===== src/rtl/core/mbap_rx_pkg.sv =====
`timescale 1ns / 1ps
// ----------------------------------------------------------------------------
// MBAP receiver package
// Shared types and constants for the serial MBAP frame byte receiver.
// ----------------------------------------------------------------------------
package mbap_rx_pkg;

    // Event codes reported with every result transaction.
    typedef enum logic [2:0] {
        EV_NONE       = 3'd0,
        EV_OK_END     = 3'd1,
        EV_TEXT_END   = 3'd2,
        EV_FRAME_START = 3'd3,
        EV_HEADER     = 3'd4,
        EV_DATA       = 3'd5,
        EV_FRAME_DONE = 3'd6,
        EV_LEN_ERROR  = 3'd7
    } event_t;

    // Marker bytes.
    localparam logic [7:0] CHAR_LF     = 8'h0A;
    localparam logic [7:0] CHAR_CR     = 8'h0D;
    localparam logic [7:0] CHAR_K      = 8'h4B;
    localparam logic [7:0] CHAR_O      = 8'h4F;
    localparam logic [7:0] TID_HIGH    = 8'h15;
    localparam logic [7:0] TID_LOW     = 8'h01;
    localparam logic [7:0] FUN_TARGET  = 8'h45;
    localparam logic [7:0] CHAR_NUL    = 8'h00;

    // Header byte countdown values.
    localparam logic [2:0] HDR_BYTES    = 3'd6;
    localparam logic [2:0] HDR_PROT_LOW = 3'd5;
    localparam logic [2:0] HDR_LEN_HIGH = 3'd4;
    localparam logic [2:0] HDR_LEN_LOW  = 3'd3;
    localparam logic [2:0] HDR_UNIT     = 3'd2;
    localparam logic [2:0] HDR_FUN      = 3'd1;

    // Length covering unit id and function code only.
    localparam logic [7:0] LEN_NO_DATA = 8'd2;

    // Parser state carried from one byte to the next.
    typedef struct packed {
        logic [23:0] recent_bytes;
        logic        in_frame;
        logic [2:0]  header_left;
        logic [15:0] held_protocol;
        logic [7:0]  held_length_low;
        logic [7:0]  held_unit;
        logic [7:0]  held_fun_code;
        logic [7:0]  data_left;
        logic [7:0]  data_position;
        logic [7:0]  held_target;
    } parse_state_t;

    // Parser state after reset: everything zero, header countdown armed.
    localparam parse_state_t STATE_RESET = '{
        recent_bytes:    24'd0,
        in_frame:        1'b0,
        header_left:     HDR_BYTES,
        held_protocol:   16'd0,
        held_length_low: 8'd0,
        held_unit:       8'd0,
        held_fun_code:   8'd0,
        data_left:       8'd0,
        data_position:   8'd0,
        held_target:     8'd0
    };

    // One result transaction.
    typedef struct packed {
        event_t      event_res;
        logic [7:0]  data_byte;
        logic [7:0]  data_index;
        logic [7:0]  function_code;
        logic [7:0]  unit_id;
        logic [15:0] protocol_id;
        logic [7:0]  target_id;
    } result_t;

endpackage


===== src/rtl/core/mbap_rx_if.sv =====
`timescale 1ns / 1ps
// ----------------------------------------------------------------------------
// MBAP receiver channels
// Valid/ready channels for received bytes and parser results.
// ----------------------------------------------------------------------------
interface mbap_rx_byte_if;
    logic       valid;
    logic       ready;
    logic [7:0] rx_byte;

    modport source (output valid, output rx_byte, input ready);
    modport sink   (input valid, input rx_byte, output ready);
endinterface

interface mbap_rx_result_if;
    logic        valid;
    logic        ready;
    logic [2:0]  event_res;
    logic [7:0]  data_byte;
    logic [7:0]  data_index;
    logic [7:0]  function_code;
    logic [7:0]  unit_id;
    logic [15:0] protocol_id;
    logic [7:0]  target_id;

    modport source (output valid, output event_res, output data_byte, output data_index,
                    output function_code, output unit_id, output protocol_id,
                    output target_id, input ready);
    modport sink   (input valid, input event_res, input data_byte, input data_index,
                    input function_code, input unit_id, input protocol_id,
                    input target_id, output ready);
endinterface


===== src/rtl/core/mbap_rx_parser.sv =====
`timescale 1ns / 1ps
// ----------------------------------------------------------------------------
// MBAP receiver byte parser
// Next-state and result logic for one received byte.
// ----------------------------------------------------------------------------
module mbap_rx_parser
(
    input  logic                      transparent_mode,
    input  logic [7:0]                rx_byte,
    input  mbap_rx_pkg::parse_state_t cur,
    output mbap_rx_pkg::parse_state_t nxt,
    output mbap_rx_pkg::result_t      res
);

    logic [7:0]         p1;
    logic [7:0]         p2;
    logic [7:0]         p3;
    mbap_rx_pkg::event_t ev;
    logic [7:0]         dbyte;
    logic [7:0]         didx;

    assign p1 = cur.recent_bytes[7:0];
    assign p2 = cur.recent_bytes[15:8];
    assign p3 = cur.recent_bytes[23:16];

    // Per-byte decision.
    always_comb
    begin
        nxt              = cur;
        ev               = mbap_rx_pkg::EV_NONE;
        dbyte            = 8'd0;
        didx             = 8'd0;
        nxt.recent_bytes = {cur.recent_bytes[15:0], rx_byte};

        if (!transparent_mode)
        begin
            // Command mode only watches for the reply terminator.
            if (rx_byte == mbap_rx_pkg::CHAR_LF && p1 == mbap_rx_pkg::CHAR_CR &&
                p2 == mbap_rx_pkg::CHAR_K && p3 == mbap_rx_pkg::CHAR_O)
            begin
                ev               = mbap_rx_pkg::EV_OK_END;
                nxt.recent_bytes = '0;
            end
        end
        else if (!cur.in_frame)
        begin
            if (rx_byte == mbap_rx_pkg::CHAR_NUL)
            begin
                ev               = mbap_rx_pkg::EV_TEXT_END;
                nxt.recent_bytes = '0;
            end
            else if (rx_byte == mbap_rx_pkg::TID_LOW && p1 == mbap_rx_pkg::TID_HIGH)
            begin
                ev                = mbap_rx_pkg::EV_FRAME_START;
                nxt.in_frame      = 1'b1;
                nxt.header_left   = mbap_rx_pkg::HDR_BYTES;
                nxt.data_left     = 8'd0;
                nxt.data_position = 8'd0;
            end
        end
        else if (cur.header_left != 3'd0)
        begin
            // Header bytes, counted down from six.
            ev = mbap_rx_pkg::EV_HEADER;
            case (cur.header_left)
                mbap_rx_pkg::HDR_PROT_LOW: nxt.held_protocol[7:0] = rx_byte;
                mbap_rx_pkg::HDR_LEN_HIGH: ;
                mbap_rx_pkg::HDR_LEN_LOW:  nxt.held_length_low = rx_byte;
                mbap_rx_pkg::HDR_UNIT:     nxt.held_unit = rx_byte;
                mbap_rx_pkg::HDR_FUN:      nxt.held_fun_code = rx_byte;
                default:                   nxt.held_protocol[15:8] = rx_byte;
            endcase
            nxt.header_left = cur.header_left - 3'd1;

            if (cur.header_left == mbap_rx_pkg::HDR_FUN)
            begin
                if (cur.held_length_low < mbap_rx_pkg::LEN_NO_DATA)
                begin
                    ev = mbap_rx_pkg::EV_LEN_ERROR;
                end
                else if (cur.held_length_low == mbap_rx_pkg::LEN_NO_DATA)
                begin
                    ev = mbap_rx_pkg::EV_FRAME_DONE;
                    if (rx_byte == mbap_rx_pkg::FUN_TARGET)
                    begin
                        nxt.held_target = 8'd0;
                    end
                end
                else
                begin
                    nxt.data_left     = cur.held_length_low - mbap_rx_pkg::LEN_NO_DATA;
                    nxt.data_position = 8'd0;
                end
            end
        end
        else if (cur.data_left != 8'd0)
        begin
            // Data bytes with their index.
            dbyte = rx_byte;
            didx  = cur.data_position;
            if (cur.data_position == 8'd0 && cur.held_fun_code == mbap_rx_pkg::FUN_TARGET)
            begin
                nxt.held_target = rx_byte;
            end
            if (cur.data_left == 8'd1)
            begin
                ev = mbap_rx_pkg::EV_FRAME_DONE;
            end
            else
            begin
                ev                = mbap_rx_pkg::EV_DATA;
                nxt.data_left     = cur.data_left - 8'd1;
                nxt.data_position = cur.data_position + 8'd1;
            end
        end
        else
        begin
            ev = mbap_rx_pkg::EV_FRAME_DONE;
        end

        // Any frame end closes the frame and clears the history.
        if (transparent_mode && cur.in_frame &&
            (ev == mbap_rx_pkg::EV_FRAME_DONE || ev == mbap_rx_pkg::EV_LEN_ERROR))
        begin
            nxt.in_frame      = 1'b0;
            nxt.header_left   = mbap_rx_pkg::HDR_BYTES;
            nxt.data_left     = 8'd0;
            nxt.data_position = 8'd0;
            nxt.recent_bytes  = '0;
        end
    end

    // Result fields carry the held values after this byte.
    always_comb
    begin
        res.event_res     = ev;
        res.data_byte     = dbyte;
        res.data_index    = didx;
        res.function_code = nxt.held_fun_code;
        res.unit_id       = nxt.held_unit;
        res.protocol_id   = nxt.held_protocol;
        res.target_id     = nxt.held_target;
    end

endmodule


===== src/rtl/core/mbap_frame_byte_receiver_top.sv =====
`timescale 1ns / 1ps
// ----------------------------------------------------------------------------
// MBAP frame byte receiver
// Parses serial bytes into reply, text and MBAP frame events.
// ----------------------------------------------------------------------------
// The result of an accepted byte is held in the output register from the next cycle.
// Throughput: one byte per cycle while the output is not stalled; the single
// output register is refilled in the same cycle its transaction completes.
// Reset: asynchronous, active low; clears the parser state, the mode register
// (command mode) and the output valid flag. No clearing pass is needed.
module mbap_frame_byte_receiver_top
(
    input  logic                    clk,
    input  logic                    rst_n,
    input  logic                    cfg_we,
    input  logic                    cfg_wdata,
    mbap_rx_byte_if.sink            in_ch,
    mbap_rx_result_if.source        out_ch
);

    mbap_rx_pkg::parse_state_t state_reg;
    mbap_rx_pkg::parse_state_t state_next;
    mbap_rx_pkg::result_t      res_reg;
    mbap_rx_pkg::result_t      res_next;
    logic                      out_valid_reg;
    logic                      mode_reg;
    logic                      in_fire;

    // Accept when the output register is empty or being drained.
    assign in_ch.ready = !out_valid_reg || out_ch.ready;
    assign in_fire     = in_ch.valid && in_ch.ready;

    // Mode register.
    always_ff @(posedge clk or negedge rst_n)
    begin
        if (!rst_n)
        begin
            mode_reg <= 1'b0;
        end
        else if (cfg_we)
        begin
            mode_reg <= cfg_wdata;
        end
    end

    mbap_rx_parser u_parser
    (
        .transparent_mode (mode_reg),
        .rx_byte          (in_ch.rx_byte),
        .cur              (state_reg),
        .nxt              (state_next),
        .res              (res_next)
    );

    // Parser state advances on every accepted byte.
    always_ff @(posedge clk or negedge rst_n)
    begin
        if (!rst_n)
        begin
            state_reg <= mbap_rx_pkg::STATE_RESET;
        end
        else if (in_fire)
        begin
            state_reg <= state_next;
        end
    end

    // Output register.
    always_ff @(posedge clk or negedge rst_n)
    begin
        if (!rst_n)
        begin
            out_valid_reg <= 1'b0;
        end
        else if (in_fire)
        begin
            out_valid_reg <= 1'b1;
        end
        else if (out_ch.ready)
        begin
            out_valid_reg <= 1'b0;
        end
    end

    always_ff @(posedge clk)
    begin
        if (in_fire)
        begin
            res_reg <= res_next;
        end
    end

    assign out_ch.valid         = out_valid_reg;
    assign out_ch.event_res     = res_reg.event_res;
    assign out_ch.data_byte     = res_reg.data_byte;
    assign out_ch.data_index    = res_reg.data_index;
    assign out_ch.function_code = res_reg.function_code;
    assign out_ch.unit_id       = res_reg.unit_id;
    assign out_ch.protocol_id   = res_reg.protocol_id;
    assign out_ch.target_id     = res_reg.target_id;

    // Every accepted byte yields a result transaction in the next cycle.
    a_result_follows: assert property (@(posedge clk) disable iff (!rst_n)
        in_fire |=> out_valid_reg)
        else $error("accepted byte produced no result");

    // Outside a frame the header countdown is always rearmed.
    a_idle_header: assert property (@(posedge clk) disable iff (!rst_n)
        !state_reg.in_frame |-> state_reg.header_left == mbap_rx_pkg::HDR_BYTES)
        else $error("header countdown not rearmed outside frame");

    // Data bytes are only pending inside a frame after the header.
    a_data_phase: assert property (@(posedge clk) disable iff (!rst_n)
        state_reg.data_left != 8'd0 |->
            state_reg.in_frame && state_reg.header_left == 3'd0)
        else $error("data pending outside data phase");

    // The header countdown never exceeds six.
    a_header_range: assert property (@(posedge clk) disable iff (!rst_n)
        state_reg.header_left != 3'd7)
        else $error("header countdown out of range");

endmodule

===== src/flat_wrapper.sv =====
// flat-port wrapper written by rule: the top's interface ports become plain ports
module mbap_frame_byte_receiver_top_flat 
  (clk, rst_n, cfg_we, cfg_wdata, in_ch_valid, in_ch_rx_byte, in_ch_ready, out_ch_valid, out_ch_event_res, out_ch_data_byte, out_ch_data_index, out_ch_function_code, out_ch_unit_id, out_ch_protocol_id, out_ch_target_id, out_ch_ready);
  mbap_rx_byte_if in_ch_i ();
  mbap_rx_result_if out_ch_i ();
  input  logic clk;
  input  logic rst_n;
  input  logic cfg_we;
  input  logic cfg_wdata;
  input wire logic [$bits(in_ch_i.valid)-1:0] in_ch_valid;
  input wire logic [$bits(in_ch_i.rx_byte)-1:0] in_ch_rx_byte;
  output wire logic [$bits(in_ch_i.ready)-1:0] in_ch_ready;
  output wire logic [$bits(out_ch_i.valid)-1:0] out_ch_valid;
  output wire logic [$bits(out_ch_i.event_res)-1:0] out_ch_event_res;
  output wire logic [$bits(out_ch_i.data_byte)-1:0] out_ch_data_byte;
  output wire logic [$bits(out_ch_i.data_index)-1:0] out_ch_data_index;
  output wire logic [$bits(out_ch_i.function_code)-1:0] out_ch_function_code;
  output wire logic [$bits(out_ch_i.unit_id)-1:0] out_ch_unit_id;
  output wire logic [$bits(out_ch_i.protocol_id)-1:0] out_ch_protocol_id;
  output wire logic [$bits(out_ch_i.target_id)-1:0] out_ch_target_id;
  input wire logic [$bits(out_ch_i.ready)-1:0] out_ch_ready;
  assign in_ch_i.valid = in_ch_valid;
  assign in_ch_i.rx_byte = in_ch_rx_byte;
  assign in_ch_ready = in_ch_i.ready;
  assign out_ch_valid = out_ch_i.valid;
  assign out_ch_event_res = out_ch_i.event_res;
  assign out_ch_data_byte = out_ch_i.data_byte;
  assign out_ch_data_index = out_ch_i.data_index;
  assign out_ch_function_code = out_ch_i.function_code;
  assign out_ch_unit_id = out_ch_i.unit_id;
  assign out_ch_protocol_id = out_ch_i.protocol_id;
  assign out_ch_target_id = out_ch_i.target_id;
  assign out_ch_i.ready = out_ch_ready;
  mbap_frame_byte_receiver_top u_core (.clk(clk), .rst_n(rst_n), .cfg_we(cfg_we), .cfg_wdata(cfg_wdata), .in_ch(in_ch_i), .out_ch(out_ch_i));
endmodule

===== config.mk =====
export PLATFORM = sky130hd
export DESIGN_NAME = mbap_frame_byte_receiver_top_flat
export DESIGN_NICKNAME = d
export VERILOG_FILES = /design/src/rtl/core/mbap_rx_pkg.sv /design/src/rtl/core/mbap_rx_if.sv /design/src/rtl/core/mbap_rx_parser.sv /design/src/rtl/core/mbap_frame_byte_receiver_top.sv /design/src/flat_wrapper.sv
export SDC_FILE = /design/constraint.sdc
export NUM_CORES = 1
export LEC_CHECK = 0
export BUFFER_PORTS_ARGS = -buffer_cell sky130_fd_sc_hd__buf_2
export CORE_MARGIN = 3
export CORE_UTILIZATION = 40
export DETAILED_ROUTE_END_ITERATION = 8
export HOLD_SLACK_MARGIN = 0.06
export PLACE_DENSITY = 0.65
export SYNTH_ARGS = -nofsm -noshare
export SYNTH_HDL_FRONTEND = slang
export SYNTH_SLANG_ARGS = --single-unit

===== constraint.sdc =====
create_clock -name clk -period 6.1 [get_ports clk]
set_clock_uncertainty 0.15 [all_clocks]
set_input_delay 1.22 -clock clk [delete_from_list [all_inputs] [get_ports clk]]
set_output_delay 1.22 -clock clk [all_outputs]
set_load 0.05 [all_outputs]

==> results.md <==
* DRT Pass-1 Iters at 5
* Worst-Margin Slew at approximately 1200 ps
* Largest net degree at the start of global routing at a little under 90
* Crit Path Class: flip-flop to flip-flop
* Clk slew on worst S/H paths at 70 ps
* DRC Markers at 0
* Synth Instances at about 570
* Crit-path slowest cell: dfstp_2
* Sw frac at a little over a quarter
* Initial antenna violation count at 0
* Yosys cell types at 59
* Syn avg cell area at 12.2 sq um
* Clock group share of total power at between 40% and 50%
* Crit Reg-Reg Startpoint: u_core.state_reg[66]$_DFFE_PN1P_
* Worst Setup SP: u_core.state_reg[66]$_DFFE_PN1P_
* CTS hold repair buffers at 0
* Sink Count at 153
* CTS buffer count at 17
* RSZ-0062 raised after global routing: no
* Register area share after synthesis at about three fifths
* Post_cts resized at 0
* Number of flip-flops in the largest register at a little over 90
* N_diodes at 0
* Sequential share of power at a little under half
* Met1 GRT Util at around 22%
* Row cnt at 47
* H-Tree Depth at 4
* Share of the synthesized area in the top cell type at ~33%
* Cell with the most instances after synthesis: dfrtp_1
* Die height at around 140 um
* CP endpoint kind: flip-flop
* Fin crit share at between 60% and 70%
* RD Place Congestion at ~0.9
* First-pass GRT wire length at 26,800 um
* GRT busiest layer: met2
* CP Cell Sequence: inv_1 -> ha_1 -> nor4b_1 -> nand2_1 -> o221ai_4 -> o2111ai_4 -> o41ai_1
* Min-Delay Path Class: flip-flop to flip-flop
* Cell Area, Synth at about 7000 sq um
* Switching power at around 680 uW
* Max_slew headroom at ~23%
* Iteration-0 DRC Markers at roughly 420
* Clock insertion delay at the later pin of the skew report at 420 ps
* Vias in the first global route at 4,916
* Critical path data required time at roughly 6300 ps
* Layout cells sized above 1 at between 20% and 30%
* F_max at around 270 MHz
* IO Count at 75
* Met2 Track Usage GR at around 30%
* Startpoint Class: flip-flop
* Drt total wl at ~17,000 um
* Met3 global-route usage at approximately 4.2%
* Fillers at 1,526
* Setup slack, reg-to-reg at approximately 2400 ps
* Main flop type after synthesis: dfrtp_1
* Antenna-violating nets left at 0
* Leak Pwr at 0.00349 uW
* DP HPWL at ~11,000 um
* Number of flops mapped to enable cells by yosys at 59
* Max VDD drop at 0.000243 V
* Die Width at approximately 140 um
* Yosys Warn Count at 0
* Area leader, netlist: dfrtp_1
* Average wire per standard cell at ~19 um
* Final Max Slew Viols at 0
* Hold slack at roughly 350 ps
* Min-delay src: u_core.state_reg[85]$_DFFE_PN0P_
* Worst EP arrival at 3900 ps
* Syn nets at slightly below 600
* Power Dens Cells at between 300 and 400 nW/um^2
* Period minus WS final at about 3700 ps
* Setup WS pre-CTS at roughly 2300 ps
* Setup violations, final at 0
* Final hold viol count at 0
* Max_cap viols at 0
* Max Root-Sink Buffers at 2
* Post-synth top cells: dfrtp_1 (92), nand2_1 (68), mux2_2 (63)
* Async set or reset register ratio after synthesis at between 60% and 70%
* Setup TNS at 0 ps
* Via count at 4,879
* Setup WS post-layout at 2360 ps
* Synth top area cells: dfrtp_1 (33%), edfxtp_1 (25%), mux2_2 (10%)
* Initial Util at between 40% and 50%
* Total Die Area at 19,100 sq um
* Port bufs at between 70 and 80
* Core Region at roughly 17,000 sq um
* Crit-path max cell delay at around 610 ps
* Design internal power at between 1500 and 2000 uW
* Layout area overhead at 16.6%
* Gr ovfl total at 0
* Global-route usage over all layers at 17.6%
* Final Power at roughly 2500 uW
* Crit-path max FO at 24
* Seq cells post-synth at approximately 150
* CTS tree: yes
* Clk root buf: clkbuf_16
* Post-CTS Setup Inserts at 0
* Gate power share at 9.8%
* Final nets at approximately 660
* Vias/cell at about 5.6
* Outcome: complete, no violations
[kinds of logic (layout without fill, tap and decap cells)]
family,count (synthesis),count (layout),share of synthesized area (%)
muxes,63,63,10.2
AOI/OAI and AO/OA,114,114,12.2
xor gates and xnor gates,5,5,0.627
DFF,153,153,59.0
and+or+nand+nor,185,185,14.1
adders and majority gates,7,7,1.25
buffers and inverters,44,127,2.67
[final cells by class]
class	count	area (sq um)	area share [%]
Clock buffer	17	425	5.22
Clock inverter	15	180	2.21
Inverter	17	63.8	0.783
Multi-Input combinational cell	374	2680	32.8
Sequential cell	153	4130	50.6
Tap cell	220	275	3.38
Timing Repair Buffer	78	403	4.94
[per-layer routing]
metal / up-vias / wire [um]
li1: 2258 / -
met1: 2422 / 7000
met2: 175 / 8350
met3: 24 / 877
met4: 0 / 320
met5: - / 0
[cell usage in the layout (no fill, tap or decap), types with 5 or more instances in the layout]
master      n
a21oi_1    15
a22o_1     32
a31oi_1     6
and2_1     14
buf_2      73
buf_4       5
clkbuf_16  17
dfrtp_1    92
edfxtp_1   59
ha_1        7
inv_1      16
inv_6       8
mux2_2     63
nand2_1    68
nand2b_1    6
nand3_1    12
nor2_1     25
nor3_1     12
nor4_1     10
o21ai_0    16
o21ai_1    18
[worst max-delay path, delay by kind of cell (launching register included)]
family                   cells  cell delay, ps
buffers and inverters        1             120
AND/OR/NAND/NOR              2            1090
adder cells (fa/ha/maj)      1             370
flip-flops                   1             610
AO/OA/AOI/OAI                3            1260
[path summary, 6_finish.rpt]
check / cells past startpoint / end
max in group asynchronous: 2 / u_core.state_reg[3]$_DFFE_PN0P_
hold reg to reg: 1 / u_core.state_reg[85]$_DFFE_PN0P_
hold / removal: 1 / u_core.state_reg[85]$_DFFE_PN0P_
min in group asynchronous: 1 / u_core.state_reg[11]$_DFFE_PN0P_
setup reg to reg: 7 / u_core.state_reg[23]$_DFFE_PN0P_
setup / recovery: 7 / u_core.state_reg[23]$_DFFE_PN0P_
[stage by stage]
stage	utilization (%)	instance area [sq um]	cells
finish	48.5	8150	874
global route	48.5	8150	874
CTS	48.5	8150	874
detailed placement	44.9	7540	842
global placement	44.9	7540	842
floorplan	-	6990	571
[power by group through the flow]
stage          combinational [uW]  sequential [uW]  clock [uW]
6_report                      245             1190        1080
4_1_cts                       248             1190        1100
3_3_place_gp                  242             1210           0
2_1_floorplan                98.0             1270           0
3_5_place_dp                  246             1210           0
5_1_grt                       263             1200        1150
No activity file was read; power rests on OpenSTA's default activity.
